`src/rtl/ebau_pkg.sv`:
```
// ----------------------------------------------------------------------------
// ebau_pkg
// Shared types and constants of the epsilon-box archive update block.
// ----------------------------------------------------------------------------
package ebau_pkg;

	localparam int OBJ_PORT_W = 32;
	localparam int EPS_W      = 32;
	localparam int SQ_W       = 66;
	localparam int CNT_OUT_W  = 9;

	localparam logic REG_EPSILON   = 1'b0;
	localparam logic [31:0] EPS_RESET = 32'd655;

	typedef enum logic [3:0] {
		ST_IDLE,
		ST_DIV,
		ST_DRAIN_C,
		ST_READ,
		ST_CMP,
		ST_DIST,
		ST_DRAIN_E,
		ST_DECIDE,
		ST_CP_RD,
		ST_CP_WR,
		ST_DONE
	} ebau_state_t;

	typedef struct packed {
		logic clr;
		logic load;
	} sq_ctrl_t;

endpackage

```
`src/rtl/ebau_sqacc.sv`:
```
// ----------------------------------------------------------------------------
// ebau_sqacc
// Shared squarer with a registered product and a wide accumulator.
// ----------------------------------------------------------------------------
module ebau_sqacc (
	input  logic                       clk,
	input  logic                       arst_n,
	input  ebau_pkg::sq_ctrl_t         ctrl,
	input  logic [31:0]                operand,
	output logic                       pending,
	output logic [ebau_pkg::SQ_W-1:0]  acc
);
	import ebau_pkg::*;

	logic        prod_vld_s1;
	logic [63:0] prod_s1;
	logic [SQ_W-1:0] acc_q;

	always_ff @(posedge clk or negedge arst_n) begin
		if (!arst_n) begin
			prod_vld_s1 <= 1'b0;
		end else begin
			prod_vld_s1 <= ctrl.load;
		end
	end

	always_ff @(posedge clk) begin
		if (ctrl.load) begin
			prod_s1 <= operand * operand;
		end
		if (ctrl.clr) begin
			acc_q <= '0;
		end else if (prod_vld_s1) begin
			acc_q <= acc_q + SQ_W'(prod_s1);
		end
	end

	assign pending = prod_vld_s1;
	assign acc     = acc_q;

endmodule

```
`config.mk`:
```
export PLATFORM = sky130hd
export DESIGN_NAME = ebau_sqacc
export DESIGN_NICKNAME = d
export VERILOG_FILES = /design/src/rtl/ebau_pkg.sv /design/src/rtl/ebau_sqacc.sv
export SDC_FILE = /design/constraint.sdc
export NUM_CORES = 2
export LEC_CHECK = 0
export ABC_AREA = 1
export BUFFER_PORTS_ARGS = -buffer_cell sky130_fd_sc_hd__buf_2
export CORE_ASPECT_RATIO = 0.75
export CORE_UTILIZATION = 55
export DETAILED_ROUTE_END_ITERATION = 7
export HOLD_SLACK_MARGIN = 0.15
export PLACE_DENSITY = 0.72
export SYNTH_ARGS = -nofsm -noshare
export SYNTH_HDL_FRONTEND = slang
export SYNTH_SLANG_ARGS = --single-unit
```
`constraint.sdc`:
```
create_clock -name clk -period 2.26 [get_ports clk]
set_input_delay 0.339 -clock clk [delete_from_list [all_inputs] [get_ports clk]]
set_output_delay 0.339 -clock clk [all_outputs]
set_load 0.01 [all_outputs]
```
==> results.txt <==
GR peak layer -> met2
CTS tree -> done
Post-Route WL -> 137 mm
grt met3 use -> 5.92%
Die ar. -> 0.0752 mm2
drt pass-1 iters -> 8
worst path bufs/invs -> 11
RSZ-0062 raised after global routing -> yes
asr flop ratio synth -> 0.769%
violated checks -> DRC, setup timing
main area contributors after synthesis -> fa_1 39%, inv_1 15%, nand2_1 12%
Max Clock Freq -> 151 MHz
Synth top area share -> 38.8%
critical-path maximum fanout -> 6
Post-synth EDFFs -> 63
CTS sink count -> 130
Crit path top cell by count -> fa_1
synth unique cells -> 45
CP startpoint -> operand[18]
Synth area leader -> fa_1
synthesized flop and latch total -> 130
top-level I/O count -> 103
Post-Syn Nets -> 6611
Setup crit start kind -> input pin
dpl ws -> -4810 ps
cell with the biggest individual delay on the critical path -> fa_2
Worst R2R Setup Slack -> -20 ps
initial DRC count -> 3557
CTS max path bufs -> 2
depth of the worst register-to-register path -> 12
GR Util met2 -> 53.2%
Antenna Cells -> 0
critical path class -> in2reg
Slew Limit Fails -> 0
hold slack -> 183 ps
worst skew pair latency -> 460 ps
actual slew at the worst max-slew pin -> 697 ps
H-tree depth -> 4
final hold violations -> 0
relative max-transition margin -> 53.5%
WP data arrival -> 6860 ps
routability cong. -> 1.01
Routed Antenna Nets -> 0
TritonCTS buffer count -> 17
Layout area overhead -> 33.3%
first-pass GRT wire length -> 198 mm
met1 Use GR -> 49.5%
max_cap viols -> 0
type of destination of the critical path -> flop
Syn Inst Count -> 5426
CP required -> 2510 ps
nets -> 7388
die span in y -> 238 um
Largest stage delay, worst path -> 610 ps
num rows -> 86
worst r2r dst -> acc[30]$_SDFFE_PP0P_
largest net degree at the start of global routing -> 54
final worst setup slack -> -4350 ps
Synth Warn # -> 0
initial antenna violation count -> 2
drt drc -> 3
placed wire-length estimate -> 102 mm
mean number of vias per cell -> 5.26
port bufs -> 102
sequential area share after synthesis -> 7.94%
root buf cell -> clkbuf_16
crit share post-route -> 292%
die width -> 316 um
status -> finished with violations
total grt overflow -> 0
Core Region -> 0.0734 mm2
clock slew at reported path FFs -> 70 ps
top_reg_cell synth -> dfxtp_1
fin crit period -> 6610 ps
wire length per cell -> 19.0 um
Mapped Area -> 0.0408 mm2
Setup Viol. Count Final -> 60
syn avg cell area -> 7.51 um2
CP delay by family, top -> adder cells
fraction of layout cells with a size suffix above 1 -> 29.4%
reg2reg start -> prod_s1[24]$_DFFE_PP_
Initial Utilization -> 55.6%
Overall Global Routing Usage -> 34.2%
vias -> 37.8k
min-delay worst type -> in2async
vias in the first global route -> 37.3k
clock skew -> 21.0 ps
-- metrics by stage --
stage | instances | setup TNS, ps | cell area, um2 | util, %
6_report | 7184 | -227570 | 54300 | 74.1
4_1_cts | 7125 | -213110 | 51500 | 70.1
5_1_grt | 7184 | -234720 | 54300 | 74.1
2_1_floorplan | 5426 | -211690 | 42200 | -
3_3_place_gp | 7039 | -254990 | 48300 | 65.8
3_5_place_dp | 7039 | -258520 | 48300 | 65.8
-- cell type report --
cell class                 count  area, um2
clock buffer                  18        429
timing repair buffer         886       7770
multi-input combinational   3483      35200
inverter                    1685       6340
sequential                   130       3240
fill                        5188      19000
tap                          968       1210
clock inverter                14        153
-- timing repair --
item / CTS / global route
endpoints found under the setup margin: 70 / 98
hold buffers: 1 / 0
cloned: 7 / 4
buffers inserted: 48 / 66
hold endpoints to repair: 1 / 0
pin swaps: 196 / 272
resized for setup: 563 / 543
-- worst max path at each step --
stage,to,cells after the start,slack (ps)
3_3_place_gp,prod_s1[42]$_DFFE_PP_,27,-4780
3_5_place_dp,prod_s1[42]$_DFFE_PP_,27,-4810
5_1_grt,prod_s1[25]$_DFFE_PP_,27,-4400
4_1_cts,prod_s1[42]$_DFFE_PP_,30,-4020
6_report,prod_s1[25]$_DFFE_PP_,27,-4350
2_1_floorplan,prod_s1[61]$_DFFE_PP_,27,-4070
-- Yosys cell counts (all sizes together), types with 2 or more instances --
cell and count:
a21oi 155, nand2 1288, o211ai 5, nand4 11, and2 3, a21boi 7
clkinv 3, xor2 84, a31o 6, a31oi 7, and3 4, o21bai 33
nor2 401, ha 359, clkbuf 113, edfxtp 63, xnor2 26, dfxtp 66
o21ai 109, or2 4, buf 15, fa 790, o21a 2, nor3 24
nand3b 8, inv 1682, nand3 138, a21o 17
-- state kept, by name, indices dropped and copies added (netlist names) --
register  flops
acc          66
pending       1
prod_s1      63
-- routing by layer --
layer	up-vias	part of all wire (%)
li1	17100	-
met1	18200	40
met5	-	0
met3	495	11
met4	0	4.5
met2	2014	45
-- layout by cell type (no fill, tap or decap), drive strengths merged, types with 26 or more instances in the layout --
| master | count |
|---|---|
| inv | 1687 |
| o21bai | 33 |
| nand2 | 1288 |
| fa | 790 |
| nor2 | 401 |
| a21oi | 155 |
| o21ai | 109 |
| nand3 | 138 |
| xor2 | 84 |
| ha | 359 |
| xnor2 | 26 |
| dfxtp | 66 |
| edfxtp | 63 |
| buf | 880 |
-- logic make-up after synthesis --
logic type	count (synthesis)	synth area share (%)
compound gates	342	4.73
xor+xnor	110	2.36
fa+ha+maj	1149	49.8
buf+inv	1813	16.7
flops	130	7.94
simple gates	1882	18.4
Power is left out: the tool's default activity adds up to more than one toggle a clock period on the data nets, which glitch-free logic cannot reach.
