[src/rtl/ebau_pkg.sv]
// ----------------------------------------------------------------------------
// ebau_pkg
// Shared types and constants of the epsilon-box archive update block.
// ----------------------------------------------------------------------------
package ebau_pkg;

	localparam int OBJ_PORT_W = 32;
	localparam int EPS_W      = 32;
	localparam int SQ_W       = 66;
	localparam int CNT_OUT_W  = 9;

	localparam logic REG_EPSILON   = 1'b0;
	localparam logic [31:0] EPS_RESET = 32'd655;

	typedef enum logic [3:0] {
		ST_IDLE,
		ST_DIV,
		ST_DRAIN_C,
		ST_READ,
		ST_CMP,
		ST_DIST,
		ST_DRAIN_E,
		ST_DECIDE,
		ST_CP_RD,
		ST_CP_WR,
		ST_DONE
	} ebau_state_t;

	typedef struct packed {
		logic clr;
		logic load;
	} sq_ctrl_t;

endpackage

[src/rtl/ebau_rem.sv]
// ----------------------------------------------------------------------------
// ebau_rem
// Bit-serial restoring remainder unit, one dividend bit per cycle.
// ----------------------------------------------------------------------------
module ebau_rem #(
	parameter int W = 32
) (
	input  logic                        clk,
	input  logic                        arst_n,
	input  logic                        start,
	input  logic [W-1:0]                dividend,
	input  logic [ebau_pkg::EPS_W-1:0]  divisor,
	output logic                        done,
	output logic [ebau_pkg::EPS_W-1:0]  rem
);
	import ebau_pkg::*;

	localparam int CW = $clog2(W);

	logic          run_q;
	logic          done_q;
	logic [CW-1:0] cnt_q;
	logic [EPS_W-1:0] rem_q;
	logic [W-1:0]  quo_q;
	logic [EPS_W:0] trial;
	logic [EPS_W:0] diff;
	logic          geq;

	assign trial = {rem_q, quo_q[W-1]};
	assign diff  = trial - {1'b0, divisor};
	assign geq   = trial >= {1'b0, divisor};

	always_ff @(posedge clk or negedge arst_n) begin
		if (!arst_n) begin
			run_q  <= 1'b0;
			done_q <= 1'b0;
			cnt_q  <= '0;
		end else begin
			done_q <= run_q && (cnt_q == CW'(W-1));
			if (start) begin
				run_q <= 1'b1;
				cnt_q <= '0;
			end else if (run_q) begin
				cnt_q <= cnt_q + 1'b1;
				if (cnt_q == CW'(W-1)) begin
					run_q <= 1'b0;
				end
			end
		end
	end

	always_ff @(posedge clk) begin
		if (start) begin
			rem_q <= '0;
			quo_q <= dividend;
		end else if (run_q) begin
			rem_q <= geq ? diff[EPS_W-1:0] : trial[EPS_W-1:0];
			quo_q <= quo_q << 1;
		end
	end

	assign done = done_q;
	assign rem  = rem_q;

endmodule

[config.mk]
export PLATFORM = sky130hd
export DESIGN_NAME = ebau_rem
export DESIGN_NICKNAME = d
export VERILOG_FILES = /design/src/rtl/ebau_pkg.sv /design/src/rtl/ebau_rem.sv
export SDC_FILE = /design/constraint.sdc
export NUM_CORES = 1
export LEC_CHECK = 0
export ABC_CLOCK_PERIOD_IN_PS = 8800
export BUFFER_PORTS_ARGS = -buffer_cell sky130_fd_sc_hd__buf_4
export CORE_AREA = 2 2 107 109
export CTS_BUF_LIST = sky130_fd_sc_hd__clkbuf_16
export CTS_CLUSTER_DIAMETER = 80
export DETAILED_ROUTE_END_ITERATION = 8
export DIE_AREA = 0 0 109 111
export HOLD_SLACK_MARGIN = 0.15
export PLACE_DENSITY = 0.67
export SETUP_SLACK_MARGIN = 0.15
export SYNTH_ARGS = -nofsm -noshare
export SYNTH_HDL_FRONTEND = slang
export SYNTH_SLANG_ARGS = --single-unit
export TNS_END_PERCENT = 1
[constraint.sdc]
create_clock -name clk -period 8.8 [get_ports clk]
set_input_delay 0.44 -clock clk [delete_from_list [all_inputs] [get_ports clk]]
set_output_delay 0.44 -clock clk [all_outputs]
set_load 0.02 [all_outputs]
==> flow_summary.yaml, run 1 <==
outcome:
  run_status: "finished, final reports clean"
sta:
  finalClockSkew_ns: 0.00404
  setup_viol: 0
  tightest_slew_ns: 0.842
  max-slew-margin-rel_pct: 43.9
  tns_ns: 0
  finalHoldViolations: 0
  rsz0062_at_grt: "no"
  finalCritPeriodShare_pct: 39.1
  fmax_mhz: 290
  min_period_ns: 3.45
  slew_viol_final: 0
clock_network:
  cts_tree: "yes"
  clock-root-buffer: "clkbuf_16"
  cts_sinks: 71
  cts_buffer_depth: 2
  path_clk_slew_ns: 0.06
  cts_setup_buffers: 0
  cts_made_buffers: 9
  cts.repair.resized: 0
  cts_hold_buffers: 1
  clk_latency_ns: 0.33
  htreeDepth: 3
critical_path:
  slowest_stage: "nor2_8"
  startpoint_type: "register"
  crit_top_cell: "a2111o_1"
  slowest_delay_ns: 0.53
  crit_chain: "ha_1 -> a21oi_1 -> a32oi_2 -> a2111o_1 -> a2111o_1 -> and4_4 -> nor2_8 -> mux2i_1 -> a211oi_1"
  end_kind: "register"
  rrSetupSlack_ns: 5.36
  crit_required_ns: 8.98
  critPathMaxFanout: 36
  arrival_ns: 3.62
  worstSetupPathType: "reg2reg"
  ff2ff_path_depth: 9
drt:
  drtIter0Drc: 282
  ant_nets: 0
  vias: 4157
  via_per_inst: 5.41
  avgRoutedWirePerCell_um: 15.0
  dr.pass1.iters: 4
  remaining_drc_errors: 0
  drt-total-wl_um: 11500
yosys:
  ys_seq_area_share_pct: 36.2
  syn_area_per_cell_um2: 9.28
  synth_edf_count: 32
  synth-compound-area-share_pct: 18.5
  syn_nets: 631
  synthAdderAreaFrac_pct: 9.07
  synth_xor_area_share_pct: 5.35
  ys_ff_latch: 71
  synth_top_family_by_area: "compound AO/OA/AOI/OAI gates"
  synth.distinct_cells: 57
  synthesis.area_mm2: 0.00491
  ys_warn_count: 0
  synth.mux.area_fraction_pct: 11.6
  synth_area_leaders: "edfxtp_1, dfxtp_1, ha_1, mux2_2, mux2i_1"
  netlist.area_leader.share_pct: 19.6
  synth_area_leader_cell: "edfxtp_1"
  synth-simple-area-share_pct: 13.0
  async_reset_ff_share_pct: 9.86
  synth_cells: 529
  ys.flop_type: "edfxtp_1"
layout:
  fill_cells: 1017
  finalNonFillerCells: 768
  area_delta_synth_final_pct: 22.3
  multi_input_area_mm2: 0.00283
  nets: 722
  drive_gt1_share_pct: 24.8
  diodes: 0
  seq_area_mm2: 0.00178
  layout.cells.most_common_list: "buf_4, nor2_1, inv_1, a21oi_1, ha_1"
  layout_commonest_cell: "buf_4"
floorplanning:
  fp.dieH_um: 111
  die_area_mm2: 0.0121
  die_w_um: 109
  rows: 39
  initial_core_util_pct: 44.3
  ios: 100
  core-area_mm2: 0.0111
global_route:
  grt_pass1_wl_um: 19300
  grtUsageTotal_pct: 20.0
  antenna_found_initial: 0
  gr-total-overflow: 0
  grt_max_degree: 75
  grt_pass1_vias: 4084
power_and_ir_drop:
  combPwrFrac_pct: 52.9
  clkPwrFrac_pct: 19.1
  seq_power_share_pct: 28.0
  power.net_switching_uw: 732
  max-vdd-ir-drop_uv: 154
  p_leak_uw: 0.00289
  p_per_area_mw_per_mm2: 293
  internal_power_uw: 1030
  power_switching_share_pct: 41.6
place:
  portBuffers: 99
  place.gp.congestion: 0.910
  dp.cells: 751
  hpwl_um: 8500
min_path:
  hold_depth: 2
  hold_class: "in2reg"
run:
  max_cap_viol_count: 0
[synth_stat cells (all sizes together), types with 2 or more instances]
library cell	count
a31o	3
dfrtp	7
o21bai	6
a21oi	43
clkbuf	18
o21ai	18
nor3b	2
a211o	2
nand4	5
nor2b	2
nand2b	2
xor2	10
or2	2
nor2	54
nand2	31
a311oi	2
a2111o	3
a211oi	24
o211ai	6
xnor2	20
nand3	8
a31oi	10
nor3	6
ha	34
a21o	9
mux2i	22
edfxtp	32
buf	4
dfxtp	32
inv	48
and2	3
o31ai	2
and3	9
o311ai	2
mux2	31
or3	4
[critical path, delay by kind of cell, from the launching register on]
kind	cells	cell delay [ns]
AOI/OAI and AO/OA	5	1.56
adders and majority gates	1	0.28
DFF	1	0.38
and+or+nand+nor	2	0.78
muxes	1	0.28
[stage by stage]
stage | hold slack [ns] | utilization [%] | power [uW] | worst slack, ns | instance area (um^2)
floorplan | 0.144 | - | 1210 | 5.75 | 4910
finish | 0.405 | 54.2 | 1760 | 5.36 | 6000
global placement | 0.256 | 51.6 | 1410 | 5.26 | 5720
global route | 0.399 | 54.2 | 1890 | 5.12 | 6000
CTS | 0.399 | 54.2 | 1770 | 5.34 | 6000
detailed placement | 0.256 | 51.6 | 1420 | 5.13 | 5720
[power groups by stage]
stage	Combinational [uW]	Sequential, uW	Clock (uW)
floorplan	660	547	0
global route	1030	503	356
detailed placement	925	498	0
global placement	914	497	0
finish	931	492	336
CTS	934	492	342
[state kept, by name, indices dropped and copies added, names as in the netlist]
| signal | cells |
|---|---|
| quo_q | 32 |
| rem | 32 |
| cnt_q | 5 |
| done | 1 |
| run_q | 1 |
[kinds of logic after synthesis]
group / count (synthesis)
AO/OA/AOI/OAI: 137
XOR/XNOR: 30
adder cells (fa/ha/maj): 35
buffers and inverters: 70
flip-flops: 71
multiplexers: 53
AND/OR/NAND/NOR: 133
[area by class of cell]
class | instances | area share [%]
clock buffer | 9 | 3.75
timing repair buffer | 102 | 12.8
multi-input combinational | 388 | 47.1
tap | 143 | 2.98
inverter | 48 | 3.00
sequential | 71 | 29.6
clock inverter | 7 | 0.792
[layer usage]
metal | vias to the layer above | track usage, % | routed length (um)
li1 | 2104 | - | -
met1 | 1951 | 27.6 | 5430
met2 | 88 | 31.6 | 5480
met3 | 14 | 3.35 | 419
met4 | 0 | 6.24 | 199
met5 | - | 0 | 0
[final timing paths]
check                            startpoint  endpoint
worst max-delay path                 rem[3]   rem[21]
worst min-delay path            dividend[8]  quo_q[8]
worst max register to register       rem[3]   rem[21]
worst min register to register       rem[8]    rem[8]
max in group asynchronous            arst_n     run_q
min in group asynchronous            arst_n  cnt_q[2]
Power figures use the tool's default switching activity.
==> inputs of run 2 (changes only) <==
--- a/config.mk
+++ b/config.mk
@@ -5,7 +5,7 @@
 export SDC_FILE = /design/constraint.sdc
 export NUM_CORES = 1
 export LEC_CHECK = 0
-export ABC_CLOCK_PERIOD_IN_PS = 8800
+export ABC_CLOCK_PERIOD_IN_PS = 3350
 export BUFFER_PORTS_ARGS = -buffer_cell sky130_fd_sc_hd__buf_4
 export CORE_AREA = 2 2 107 109
 export CTS_BUF_LIST = sky130_fd_sc_hd__clkbuf_16
==> constraint.sdc (replaced) <==
create_clock -name clk -period 3.35 [get_ports clk]
set_input_delay 0.1675 -clock clk [delete_from_list [all_inputs] [get_ports clk]]
set_output_delay 0.1675 -clock clk [all_outputs]
set_load 0.02 [all_outputs]
==> flow_summary.yaml, run 2 (synthesized netlist as in run 1, its figures left out) <==
drt:
  dr.pass1.iters: 4
  via_per_inst: 5.39
  dr_wl_met2_um: 5940
  top_layer_used: "met4"
  drt-met1-wl_um: 5890
  avgRoutedWirePerCell_um: 15.7
  remaining_drc_errors: 0
  drtIter0Drc: 272
  ant_nets: 0
  dr_wl_met3_um: 588
  vias: 4385
  drt-total-wl_um: 12700
layout:
  seq_area_mm2: 0.00178
  area_delta_synth_final_pct: 33.8
  fill_cells: 950
  drive_gt1_share_pct: 26.9
  layout_commonest_cell: "buf_4"
  diodes: 0
  nets: 767
  multi_input_area_mm2: 0.00287
  layout.cells.most_common_list: "buf_4, nor2_1, inv_1, a21oi_1, dlygate4sd3_1"
place:
  hpwl_um: 8530
  place.gp.congestion: 0.903
  portBuffers: 99
clock_network:
  htreeDepth: 3
  cts_tree: "yes"
  cts_made_buffers: 9
  clock-root-buffer: "clkbuf_16"
  cts_sinks: 71
  clk_latency_ns: 0.34
  path_clk_slew_ns: 0.06
  cts_buffer_depth: 2
critical_path:
  crit_family: "compound AO/OA/AOI/OAI gates"
  critPathMaxFanout: 18
  end_kind: "register"
  crit_chain: "ha_1 -> nor2_1 -> a211o_1 -> a32oi_4 -> a2111o_1 -> a2111o_1 -> and4_4 -> nor2_8 -> clkbuf_16 -> or4b_1 -> a21oi_1"
  startpoint_type: "register"
  crit_top_cell: "a2111o_1"
  worstSetupPathType: "reg2reg"
  arrival_ns: 3.37
  slowest_delay_ns: 0.51
  crit_buf_inv: 1
  slowest_stage: "or4b_1"
  crit_required_ns: 3.62
global_route:
  antenna_found_initial: 0
  grt_pass1_vias: 4155
  gr-total-overflow: 0
  grtUsageTotal_pct: 20.7
  grt_pass1_wl_um: 20000
  grt_max_degree: 63
sta:
  slew_viol_final: 0
  setup_viol: 0
  tightest_slew_ns: 0.748
  fmax_mhz: 322
  finalCritPeriodShare_pct: 92.7
  finalClockSkew_ns: 0.00400
  holdWs_ns: 0.196
  max-slew-margin-rel_pct: 50.2
  min_period_ns: 3.11
  finalHoldViolations: 0
  tns_ns: 0
  rsz0062_at_grt: "yes"
floorplanning:
  ios: 100
  initial_core_util_pct: 44.3
  die_area_mm2: 0.0121
  core-area_mm2: 0.0111
  rows: 39
  die_w_um: 109
  fp.dieH_um: 111
min_path:
  hold_class: "in2async"
power_and_ir_drop:
  max-vdd-ir-drop_uv: 396
  p_per_area_mw_per_mm2: 781
  p_leak_uw: 0.00314
outcome:
  run_status: "finished, final reports clean"
run:
  max_cap_viol_count: 0
## run 2: cell types whose count changed in the layout (fill, tap and decap cells not counted), moves of 4 or more
cell / delta
dlygate4sd3_1: +32
buf_4: +10
dfxtp_1: -4
dfxtp_2: +4
ha_1: -4
## run 2: metrics by stage
| step | power, uW | utilization [%] | instances | cell area, um^2 | setup slack, ns |
|---|---|---|---|---|---|
| after floorplan | 3170 | - | 529 | 4910 | 0.311 |
| after global placement | 3780 | 52.1 | 756 | 5770 | 0.253 |
| after detailed placement | 3810 | 52.1 | 756 | 5770 | 0.197 |
| after CTS | 4900 | 58.0 | 805 | 6420 | 0.197 |
| after global routing | 5450 | 59.3 | 813 | 6570 | 0.119 |
| final | 5130 | 59.3 | 813 | 6570 | 0.244 |
## run 2: what timing repair did
| item | CTS | global route |
|---|---|---|
| endpoints found under the setup margin | 0 | 28 |
| buffers inserted | 0 | 6 |
| resized for setup | 0 | 13 |
| endpoints found under the hold margin | 39 | 0 |
| hold buffers | 33 | 0 |
## run 2: layer usage
metal	up-vias	global-route usage [%]
met5	-	0
met4	0	6.84
met3	19	3.64
met2	118	32.8
met1	2049	28.5
li1	2199	-
## run 2: area by class of cell
type	instances	area share (%)
Multi-Input combinational cell	388	43.7
Sequential cell	71	27.1
Timing Repair Buffer	147	18.8
Clock buffer	9	3.43
Inverter	48	2.74
Tap cell	143	2.72
Clock inverter	7	1.45
## run 2: path summary, 6_finish.rpt
path,end,start,slack [ns],cells past startpoint
worst max-delay path,rem[31],rem[1],0.24,11
worst min-delay path,cnt_q[0],arst_n,0.20,2
worst max register to register,rem[31],rem[1],0.24,11
worst min register to register,rem[2],rem[2],0.50,2
max in group asynchronous,run_q,arst_n,3.02,2
min in group clk,cnt_q[0],start,0.22,2
## run 2: power breakdown
group	total, uW	internal (uW)	switching, uW
clock network	1050	655	393
registers	1300	1110	186
logic	2790	1310	1480
total	5130	3080	2050
